File: src/rtl/core/quadratic_root_solver_top_macros.svh
// Assertion macros used by the quadratic root solver top level.
`ifndef QUADRATIC_ROOT_SOLVER_TOP_MACROS_SVH
`define QUADRATIC_ROOT_SOLVER_TOP_MACROS_SVH

// Same-cycle implication, checked on the rising clock edge outside of reset.
`define QRS_ASSERT_NOW(lbl, ante, cons, msg) \
    lbl: assert property (@(posedge i_clk) disable iff (!i_rst_n) (ante) |-> (cons)) \
        else $error(msg);

// Implication in the following cycle, checked on the rising clock edge outside of reset.
`define QRS_ASSERT_NEXT(lbl, ante, cons, msg) \
    lbl: assert property (@(posedge i_clk) disable iff (!i_rst_n) (ante) |=> (cons)) \
        else $error(msg);

`endif

File: src/rtl/core/qrs_isqrt.sv
// Pipelined digit-by-digit integer square root, one result bit per stage.
module qrs_isqrt #(
    parameter int RW = 66,
    parameter int TW = 1
) (
    input  logic              i_clk,
    input  logic              i_rst_n,
    input  logic              i_en,
    input  logic              i_valid,
    input  logic [RW-1:0]     i_rad,
    input  logic [TW-1:0]     i_tag,
    output logic              o_valid,
    output logic [RW/2-1:0]   o_root,
    output logic [TW-1:0]     o_tag
);
    localparam int SW = RW / 2;
    localparam int MW = SW + 2;

    logic [SW-1:0] r_vld;
    logic [MW-1:0] r_rem  [SW];
    logic [MW-1:0] n_rem  [SW];
    logic [SW-1:0] r_root [SW];
    logic [SW-1:0] n_root [SW];
    logic [RW-1:0] r_rad  [SW];
    logic [RW-1:0] n_rad  [SW];
    logic [TW-1:0] r_tag  [SW];
    logic [TW-1:0] n_tag  [SW];

    always_comb begin
        logic [MW-1:0] p_rem;
        logic [SW-1:0] p_root;
        logic [RW-1:0] p_rad;
        logic [MW+1:0] acc;
        logic [MW+1:0] trial;
        for (int k = 0; k < SW; k++) begin
            if (k == 0) begin
                p_rem    = '0;
                p_root   = '0;
                p_rad    = i_rad;
                n_tag[k] = i_tag;
            end else begin
                p_rem    = r_rem[k-1];
                p_root   = r_root[k-1];
                p_rad    = r_rad[k-1];
                n_tag[k] = r_tag[k-1];
            end
            acc   = {p_rem, p_rad[RW-1 -: 2]};
            trial = (MW+2)'({p_root, 2'b01});
            if (acc >= trial) begin
                n_rem[k]  = MW'(acc - trial);
                n_root[k] = {p_root[SW-2:0], 1'b1};
            end else begin
                n_rem[k]  = acc[MW-1:0];
                n_root[k] = {p_root[SW-2:0], 1'b0};
            end
            n_rad[k] = {p_rad[RW-3:0], 2'b00};
        end
    end

    always_ff @(posedge i_clk) begin
        if (!i_rst_n) begin
            r_vld <= '0;
        end else if (i_en) begin
            r_vld <= {r_vld[SW-2:0], i_valid};
        end
    end

    always_ff @(posedge i_clk) begin
        if (i_en) begin
            for (int k = 0; k < SW; k++) begin
                r_rem[k]  <= n_rem[k];
                r_root[k] <= n_root[k];
                r_rad[k]  <= n_rad[k];
                r_tag[k]  <= n_tag[k];
            end
        end
    end

    assign o_valid = r_vld[SW-1];
    assign o_root  = r_root[SW-1];
    assign o_tag   = r_tag[SW-1];

endmodule

File: config.mk
export PLATFORM = sky130hd
export DESIGN_NAME = qrs_isqrt
export DESIGN_NICKNAME = d
export VERILOG_FILES = /design/src/rtl/core/quadratic_root_solver_top_macros.svh /design/src/rtl/core/qrs_isqrt.sv
export SDC_FILE = /design/constraint.sdc
export NUM_CORES = 2
export LEC_CHECK = 0
export BUFFER_PORTS_ARGS = -buffer_cell sky130_fd_sc_hd__buf_4
export CORE_MARGIN = 1
export CORE_UTILIZATION = 45
export DETAILED_ROUTE_END_ITERATION = 8
export PLACE_DENSITY_LB_ADDON = 0.25
export SLEW_MARGIN = 20
export SYNTH_ARGS = -nofsm -noshare
export SYNTH_HDL_FRONTEND = slang
export SYNTH_MEMORY_MAX_BITS = 65536
export SYNTH_SLANG_ARGS = --single-unit
export TNS_END_PERCENT = 20
File: constraint.sdc
create_clock -name i_clk -period 4.5 [get_ports i_clk]
set_input_delay 1.125 -clock i_clk [delete_from_list [all_inputs] [get_ports i_clk]]
set_output_delay 1.125 -clock i_clk [all_outputs]
set_load 0.02 [all_outputs]
==> metrics <==
width of the chip=532 µm; path depth of the worst reg2reg path=11; cell repeated most along the worst path=nand2_1; Final min period=4.33 ns; PwrDens=516 mW/mm²; area growth from synthesis to final layout=12.7%; Routed WL=269000 µm; Post-Syn Area=0.127 mm²; worst r2r dst=r_rem[0][452]; Leak=54.1 nW; drt first-iter violations=5519; slowest CP cell=a211oi_1; Avg WL per Cell=19.1 µm; final setup fails=0; CTS max path bufs=4; first-pass GRT wire length=421000 µm; largest net degree at the start of global routing=186; WHS Path Cells=0; worst hold endpoint=r_rad[0][991]; layout cell share with drive strength beyond 1=0.0796; vias=75.6k; worst slew pin tran=1.06 ns; full die area=0.283 mm²; RD Place Congestion=0.885; Peak VDD IR=0.327 mV; dpl ws=0.290 ns; dpl hpwl=193000 µm; Clk pin slew, worst setup/hold paths=0.06 ns; Placed Cells=13.5k; Initial Utilization=0.453; First-pass DRT Iterations=9; # DRC=2; Final Hold Fails=0; register-to-register setup slack=0.17 ns; Resized cells post-CTS=0; Post-synth EDFFs=2717; antenna violations before repair=5; total CTS buffers=302; Clock Sinks=2750; Post-synth top flop=edfxtp_1; final setup skew=0.0526 ns; outcome=complete, but fails checks; Synth async-reset ratio=0; Buf+Inv Stages, Crit Path=1; DR vias/cell=5.38; fin cells=14.0k; H-tree levels=5; Crit path largest cell delay=0.77 ns; critical path fanouts, max=6; Synth cell types=94; CP Capture Type=register; Total GRT Usage=0.187; worst hold path class=register to register; #FFs+latches synth=2750; GR Overflow Total=0; Top Ports=106; # hold bufs at CTS=0; Crit path required time=5.15 ns; Final Core Density=0.510; Routed Antenna Nets=0; Hold Slack=0.394 ns; register area share after synthesis=0.650; Hold Path Origin=r_rad[0][925]; cell count after synthesis=9718; Die Ht=532 µm; Avg Inst Size Synth=13.0 µm²; RR Startpoint=r_root[0][364]; unrepaired setup endpoints after global routing=false; core footprint=0.280 mm²; post-synth net total=10.4k; Slew Viols, Final=0; Final nets=10.7k; fmax=231 MHz; startpoint types=register; IO buf count=105; Root Driver=clkbuf_16; post-route setup slack=0.170 ns; YS warnings=0; Worst path top cell family by delay=simple AND/OR/NAND/NOR gates; maxcap violations=0; failing checks=design-rule violations; worst-skew pair later-pin latency=0.90 ns; crit path DAT=4.98 ns; Rel. slew slack=0.292; setup TNS=0 ns; worst-path cell chain=inv_1, ha_1, nand2_1, nor4bb_1, nand4_1, and4_1, a31oi_1, nand2_1, a211oi_1, nand3b_1, xnor2_1; TritonCTS clock tree=done; Setup CP Type=register to register; row cnt=194; final worst-path cycle share=0.962; setup bufs post-CTS=0; vias in the first global route=75.0k
## cell usage in the layout, fill, tap and decap left out, types with 58 or more instances in the layout
| master | n |
|---|---|
| clkbuf_16 | 306 |
| nand4_1 | 104 |
| and3_1 | 59 |
| nand2_1 | 686 |
| nor3_1 | 255 |
| o21bai_1 | 60 |
| nand3_1 | 153 |
| mux2_2 | 58 |
| or3_1 | 96 |
| ha_1 | 596 |
| o21a_1 | 110 |
| inv_1 | 751 |
| a21o_1 | 248 |
| buf_4 | 201 |
| a21oi_1 | 586 |
| o21ai_0 | 543 |
| xnor2_1 | 446 |
| nor4_1 | 111 |
| nor2_1 | 548 |
| edfxtp_1 | 2717 |
| nand2b_1 | 127 |
| o31ai_1 | 65 |
| or4_1 | 68 |
| xor2_1 | 444 |
| nor2b_1 | 104 |
## power breakdown
part / switching [mW] / total (mW) / internal [mW]
clock: 10.1 / 24.8 / 14.7
sequential: 2.22 / 34.5 / 32.3
combinational: 8.43 / 14.4 / 5.94
total: 20.8 / 73.7 / 52.9
## sequential cells by signal, indices dropped and copies added, names as in the netlist
name,count
r_rem,1067
r_tag,33
r_rad,1056
r_vld,33
r_root,561
## Yosys cell counts (all sizes together) (59+ instances only)
library cell | n | area [µm²]
a21oi | 589 | 2950
nor4 | 121 | 831
nor2 | 548 | 2060
ha | 596 | 7460
and3 | 59 | 369
nand3 | 153 | 766
nor3 | 264 | 1360
o31ai | 66 | 500
o21bai | 60 | 450
xnor2 | 446 | 3910
nor2b | 104 | 651
edfxtp | 2717 | 81600
inv | 752 | 2820
xor2 | 444 | 3890
a21o | 248 | 1860
clkbuf | 139 | 522
or4 | 69 | 522
o21a | 110 | 826
or3 | 96 | 601
o21ai | 552 | 2760
nand2 | 686 | 2570
nand4 | 104 | 651
nand2b | 127 | 795
## stage by stage
stage	power [mW]	area [µm²]
finish	73.7	143000
floorplan	44.3	127000
global route	77.4	143000
detailed placement	49.3	133000
global placement	49.1	133000
CTS	74.6	143000
## worst max-delay path by stage
stage / slack, ns / start / cells after the start / to
finish: 0.17 / r_root[0][364] / 11 / r_rem[0][452]
global route: 0.06 / r_root[0][634] / 11 / r_rem[0][732]
CTS: 0.31 / r_root[0][364] / 11 / r_rem[0][452]
detailed placement: 0.29 / r_root[0][364] / 11 / r_rem[0][452]
global placement: 0.44 / r_root[0][634] / 11 / r_rem[0][728]
floorplan: 0.99 / r_rem[0][597] / 13 / r_rem[0][658]
## layer usage
metal / part of all wire / routed length [µm] / vias up / track usage
li1: - / - / 36700 / -
met1: 0.43 / 115000 / 36700 / 0.237
met2: 0.50 / 134000 / 1669 / 0.327
met3: 0.036 / 9680 / 511 / 0.0206
met4: 0.035 / 9430 / 0 / 0.0691
met5: 0 / 0 / - / 0
## logic make-up (layout without fill, tap and decap cells)
family          after synthesis  count (layout)  share of synthesized area
other cells                   1               3                  0.0000296
flops                      2750            2750                      0.650
simple gates               2516            2516                     0.0994
compound gates             1938            1938                     0.0940
fa+ha+maj                   596             596                     0.0589
buf+inv                     924            1521                     0.0278
mux                         103             103                    0.00872
xor+xnor                    890             890                     0.0616
## cell type report
cell class                      count  area, µm²
Sequential cell                  2750      82200
Fill cell                       23800     137000
Multi-Input combinational cell   6044      41000
Clock inverter                    179       2070
Timing Repair Buffer              228       2060
Clock buffer                      361       7890
Tap cell                         3724       4660
Inverter                          753       2830
Antenna cell                        2       5.00
No activity file was read; power rests on OpenSTA's default activity.
