File: src/rtl/core/quadratic_root_solver_top_macros.svh
// Assertion macros used by the quadratic root solver top level.
`ifndef QUADRATIC_ROOT_SOLVER_TOP_MACROS_SVH
`define QUADRATIC_ROOT_SOLVER_TOP_MACROS_SVH

// Same-cycle implication, checked on the rising clock edge outside of reset.
`define QRS_ASSERT_NOW(lbl, ante, cons, msg) \
    lbl: assert property (@(posedge i_clk) disable iff (!i_rst_n) (ante) |-> (cons)) \
        else $error(msg);

// Implication in the following cycle, checked on the rising clock edge outside of reset.
`define QRS_ASSERT_NEXT(lbl, ante, cons, msg) \
    lbl: assert property (@(posedge i_clk) disable iff (!i_rst_n) (ante) |=> (cons)) \
        else $error(msg);

`endif

File: src/rtl/core/qrs_div.sv
// Pipelined signed restoring divider, truncating toward zero, one quotient bit per stage.
module qrs_div #(
    parameter int NW = 35,
    parameter int DW = 17,
    parameter int TW = 2
) (
    input  logic                 i_clk,
    input  logic                 i_rst_n,
    input  logic                 i_en,
    input  logic                 i_valid,
    input  logic signed [NW-1:0] i_num,
    input  logic signed [DW-1:0] i_den,
    input  logic [TW-1:0]        i_tag,
    output logic                 o_valid,
    output logic signed [NW-1:0] o_quo,
    output logic [TW-1:0]        o_tag
);
    logic [NW+1:0] r_vld;

    logic [NW-1:0] r0_q;
    logic [DW-1:0] r0_d;
    logic          r0_neg;
    logic [TW-1:0] r0_tag;

    logic [NW-1:0] r_q   [NW];
    logic [NW-1:0] n_q   [NW];
    logic [DW-1:0] r_rem [NW];
    logic [DW-1:0] n_rem [NW];
    logic [DW-1:0] r_d   [NW];
    logic [DW-1:0] n_d   [NW];
    logic          r_neg [NW];
    logic          n_neg [NW];
    logic [TW-1:0] r_tag [NW];
    logic [TW-1:0] n_tag [NW];

    logic signed [NW-1:0] r_quo;
    logic [TW-1:0]        r_otag;

    always_comb begin
        logic [NW-1:0] p_q;
        logic [DW-1:0] p_rem;
        logic [DW:0]   acc;
        for (int k = 0; k < NW; k++) begin
            if (k == 0) begin
                p_q      = r0_q;
                p_rem    = '0;
                n_d[k]   = r0_d;
                n_neg[k] = r0_neg;
                n_tag[k] = r0_tag;
            end else begin
                p_q      = r_q[k-1];
                p_rem    = r_rem[k-1];
                n_d[k]   = r_d[k-1];
                n_neg[k] = r_neg[k-1];
                n_tag[k] = r_tag[k-1];
            end
            acc = {p_rem, p_q[NW-1]};
            if (acc >= {1'b0, n_d[k]}) begin
                n_rem[k] = DW'(acc - {1'b0, n_d[k]});
                n_q[k]   = {p_q[NW-2:0], 1'b1};
            end else begin
                n_rem[k] = acc[DW-1:0];
                n_q[k]   = {p_q[NW-2:0], 1'b0};
            end
        end
    end

    always_ff @(posedge i_clk) begin
        if (!i_rst_n) begin
            r_vld <= '0;
        end else if (i_en) begin
            r_vld <= {r_vld[NW:0], i_valid};
        end
    end

    always_ff @(posedge i_clk) begin
        if (i_en) begin
            r0_q   <= i_num[NW-1] ? NW'(-i_num) : NW'(i_num);
            r0_d   <= i_den[DW-1] ? DW'(-i_den) : DW'(i_den);
            r0_neg <= i_num[NW-1] ^ i_den[DW-1];
            r0_tag <= i_tag;
            for (int k = 0; k < NW; k++) begin
                r_q[k]   <= n_q[k];
                r_rem[k] <= n_rem[k];
                r_d[k]   <= n_d[k];
                r_neg[k] <= n_neg[k];
                r_tag[k] <= n_tag[k];
            end
            r_quo  <= r_neg[NW-1] ? $signed(-r_q[NW-1]) : $signed(r_q[NW-1]);
            r_otag <= r_tag[NW-1];
        end
    end

    assign o_valid = r_vld[NW+1];
    assign o_quo   = r_quo;
    assign o_tag   = r_otag;

endmodule

File: config.mk
export PLATFORM = sky130hd
export DESIGN_NAME = qrs_div
export DESIGN_NICKNAME = d
export VERILOG_FILES = /design/src/rtl/core/quadratic_root_solver_top_macros.svh /design/src/rtl/core/qrs_div.sv
export SDC_FILE = /design/constraint.sdc
export NUM_CORES = 2
export LEC_CHECK = 0
export BUFFER_PORTS_ARGS = -buffer_cell sky130_fd_sc_hd__clkbuf_2
export CAP_MARGIN = 20
export CORE_MARGIN = 3
export CORE_UTILIZATION = 50
export CTS_CLUSTER_SIZE = 24
export DETAILED_ROUTE_END_ITERATION = 8
export GPL_TIMING_DRIVEN = 0
export PLACE_DENSITY = 0.72
export SYNTH_ARGS = -nofsm -noshare
export SYNTH_HDL_FRONTEND = slang
export SYNTH_SLANG_ARGS = --single-unit
File: constraint.sdc
create_clock -name i_clk -period 5.9 [get_ports i_clk]
set_clock_uncertainty 0.05 [all_clocks]
set_input_delay 0.295 -clock i_clk [delete_from_list [all_inputs] [get_ports i_clk]]
set_output_delay 0.295 -clock i_clk [all_outputs]
set_load 0.02 [all_outputs]
==> results.sh <==
export IMPL_status="complete, no violations"
export IMPL_worst_slew_pin_slew_ps=1108
export IMPL_diodes=0
export IMPL_cp_end_kind="flip-flop"
export IMPL_area_delta_synth_final_pct=13.12
export IMPL_grt_pass1_vias=63316
export IMPL_p_leak_nw=49.26
export IMPL_grtUsageTotal=0.1657
export IMPL_fin_tns_setup_ps=0
export IMPL_syn_area_sq_um=114500
export IMPL_period_needed_ps=4728
export IMPL_antenna_found_initial=0
export IMPL_die_y_um=484.5
export IMPL_overflow=0
export IMPL_wl_mm=196.9
export IMPL_setup_viol=0
export IMPL_coreArea_sq_um=227500
export IMPL_synthSimpleGateAreaFrac=0.05363
export IMPL_clkTransAtPathRegs_ps=50
export IMPL_nFillCells=17361
export IMPL_drc=0
export IMPL_synth_compound_area_frac=0.08228
export IMPL_worstPathArrival_ps=5310
export IMPL_path_cells="inv_1, ha_1, inv_1, fa_1, a21oi_1, o21a_1, o21ai_0, a311oi_1, o31ai_1, a21oi_1, o21ai_1, clkbuf_1, mux2_2"
export IMPL_rsz0062_at_grt="no"
export IMPL_critical_path_buf_inv_count=3
export IMPL_ys_flop_type="edfxtp_1"
export IMPL_grt_pass1_wl_mm=319.7
export IMPL_drt_iter0_markers=3967
export IMPL_hold_viol=0
export IMPL_root_buffer="clkbuf_16"
export IMPL_place_ws_ps=1085
export IMPL_synth_cell_types=80
export IMPL_p_int_mw=45.00
export IMPL_yosysWarnings=0
export IMPL_synthMuxAreaShare=0.04526
export IMPL_synth_top_family_by_area="compound AO/OA/AOI/OAI gates"
export IMPL_cts_tree="built"
export IMPL_htreeDepth=5
export IMPL_ant_nets=0
export IMPL_critPathMaxStageDelay_ps=810
export IMPL_nets=8953
export IMPL_fp_dieW_um=484.5
export IMPL_gp_congestion=0.9150
export IMPL_criticalPathCategory="flip-flop to flip-flop"
export IMPL_synth_top_area_frac=0.6761
export IMPL_p_switching_mw=19.85
export IMPL_synth_xor_area_frac=0.03932
export IMPL_io_buffers=92
export IMPL_layout_setup_ws_ps=1172
export IMPL_slew_viol_final=0
export IMPL_yosys_area_top_type="edfxtp_1"
export IMPL_synthArstFlopShare=0
export IMPL_synth_nets=8437
export IMPL_cpLargestDelayFamily="compound AO/OA/AOI/OAI gates"
export IMPL_p_per_area_nw_per_um2=500.7
export IMPL_via_per_inst=5.425
export IMPL_cts_resized=0
export IMPL_num_vias=62280
export IMPL_required_ps=6490
export IMPL_cts_buffer_depth=4
export IMPL_vdd_drop_max_mv=0.3245
export IMPL_slowest_stage="a311oi_1"
export IMPL_clockPowerShare=0.266
export IMPL_p_seq_frac=0.407
export IMPL_syn_avg_cell_area_sq_um=14.75
export IMPL_dr_pass1_iters=7
export IMPL_placementRows=175
export IMPL_synth_edf_count=2578
export IMPL_synth_adder_area_share=0.06947
export IMPL_floorplan_initialDensity=0.5033
export IMPL_fmax_mhz=211.5
export IMPL_ys_ff_latch=2615
export IMPL_netlist_instances=7763
export IMPL_sw_frac_of_total=0.3060
export IMPL_dp_hpwl_mm=134.5
export IMPL_clk_insertion_delay_late_ps=900
export IMPL_cts_sinks=2615
export IMPL_synth_area_leaders="edfxtp_1 (68%), ha_1 (6.4%), mux2_2 (4.0%)"
export IMPL_p_comb_frac=0.327
export IMPL_ioPinCount=96
export IMPL_grt_max_degree=128
export IMPL_fp_dieArea_sq_um=234800
export IMPL_relSlewSlack=0.2614
export IMPL_cp_start_kind="flip-flop"
export IMPL_cts_buffers=294
export IMPL_wire_per_inst_um=17.15
export IMPL_hp_class="input pin to flip-flop"
export IMPL_hold_worst_slack_ps=53.52
export IMPL_synth_seq_area_share=0.6826
export IMPL_critPathMaxFanout=10
export IMPL_drive_above_1_share=0.1179
export IMPL_maxCapViolCount=0
export IMPL_post_route_period_util=0.8013
## power by group through the flow
stage	Sequential, mW	Combinational [mW]	Clock [mW]
after global placement	28.6	20.0	0
after detailed placement	26.8	20.7	0
final	26.4	21.2	17.2
after global routing	26.7	23.4	18.5
after floorplan	26.1	16.0	0
after CTS	26.4	21.0	17.8
## flip-flops by register name, summed over array words and instances (netlist names), 35 cells and up
signal  cells
r_q      1225
r_d       578
r_rem     578
r_tag      70
r_vld      37
o_quo      35
r0_q       35
r_neg      35
## what timing repair did
| action | CTS | global route |
|---|---|---|
| buffers inserted | 0 | 0 |
| hold buffers | 98 | 0 |
| endpoints found under the hold margin | 91 | 0 |
| endpoints found under the setup margin | 0 | 0 |
## cell type report
cell class	instances	area (sq um)	area share
clock inverter	150	1459	0.01126
timing repair buffer	220	2156	0.01664
multi-input combinational	4313	33210	0.2564
sequential	2615	78160	0.6034
buffer	86	335.3	0.002589
tap	3009	3765	0.02907
clock buffer	339	7632	0.05893
inverter	749	2811	0.02171
## Yosys cell counts (54+ instances only)
| library cell | instances |
|---|---|
| ha_1 | 583 |
| nand2_1 | 267 |
| o21a_1 | 61 |
| nor3_1 | 118 |
| nand2b_1 | 57 |
| o21bai_1 | 90 |
| nor2b_1 | 79 |
| a21o_1 | 172 |
| a31oi_1 | 54 |
| mux2i_1 | 61 |
| mux2_2 | 406 |
| inv_1 | 748 |
| o31ai_1 | 59 |
| a21oi_1 | 465 |
| nor2_1 | 334 |
| nand3_1 | 75 |
| edfxtp_1 | 2578 |
| o21ai_0 | 291 |
| xor2_1 | 151 |
| a211oi_1 | 59 |
| nand4_1 | 76 |
| clkbuf_1 | 62 |
| xnor2_1 | 363 |
## routing by layer
metal | part of all wire | global-route usage | vias up
li1 | - | - | 30165
met1 | 0.42 | 0.2055 | 30089
met2 | 0.50 | 0.2863 | 1477
met3 | 0.043 | 0.02821 | 549
met4 | 0.041 | 0.07179 | 0
met5 | 0 | 0 | -
## logic make-up (layout without fill, tap and decap cells)
family,after synthesis,after routing
fa+ha+maj,616,616
buf+inv,835,1544
simple gates,1235,1235
mux,467,467
flops,2615,2615
xor+xnor,514,514
compound gates,1481,1481
## worst paths after layout
kind	from	end	slack (ps)	cells past startpoint
max	r_q[16][34]$_DFFE_PP_	r_rem[17][9]$_DFFE_PP_	1170	13
min	i_en	r_q[2][5]$_DFFE_PP_	50	1
max reg2reg	r_q[16][34]$_DFFE_PP_	r_rem[17][9]$_DFFE_PP_	1170	13
min reg2reg	r_q[0][17]$_DFFE_PP_	r_q[1][18]$_DFFE_PP_	340	0
## cell usage in the layout (no fill, tap or decap), drive strengths merged, types with 61 or more instances in the layout
cell	count
edfxtp	2578
inv	754
ha	583
clkbuf	496
a21oi	465
mux2	406
xnor2	363
nor2	334
o21ai	304
nand2	267
a21o	172
xor2	151
nor3	118
clkinv	109
dlygate4sd3	98
o21bai	90
nor2b	79
nand4	76
nand3	75
o21a	61
mux2i	61
## metrics by stage
step	area (sq um)	util	cells	total power [mW]
final	129500	0.5693	11481	64.85
after global routing	129500	0.5693	11481	68.70
after CTS	129500	0.5692	11476	65.24
after detailed placement	119400	0.5249	10889	47.47
after global placement	118700	0.5219	10864	48.57
after floorplan	114500	-	7763	42.16
Note: power is estimated with default switching activity, not from simulation.
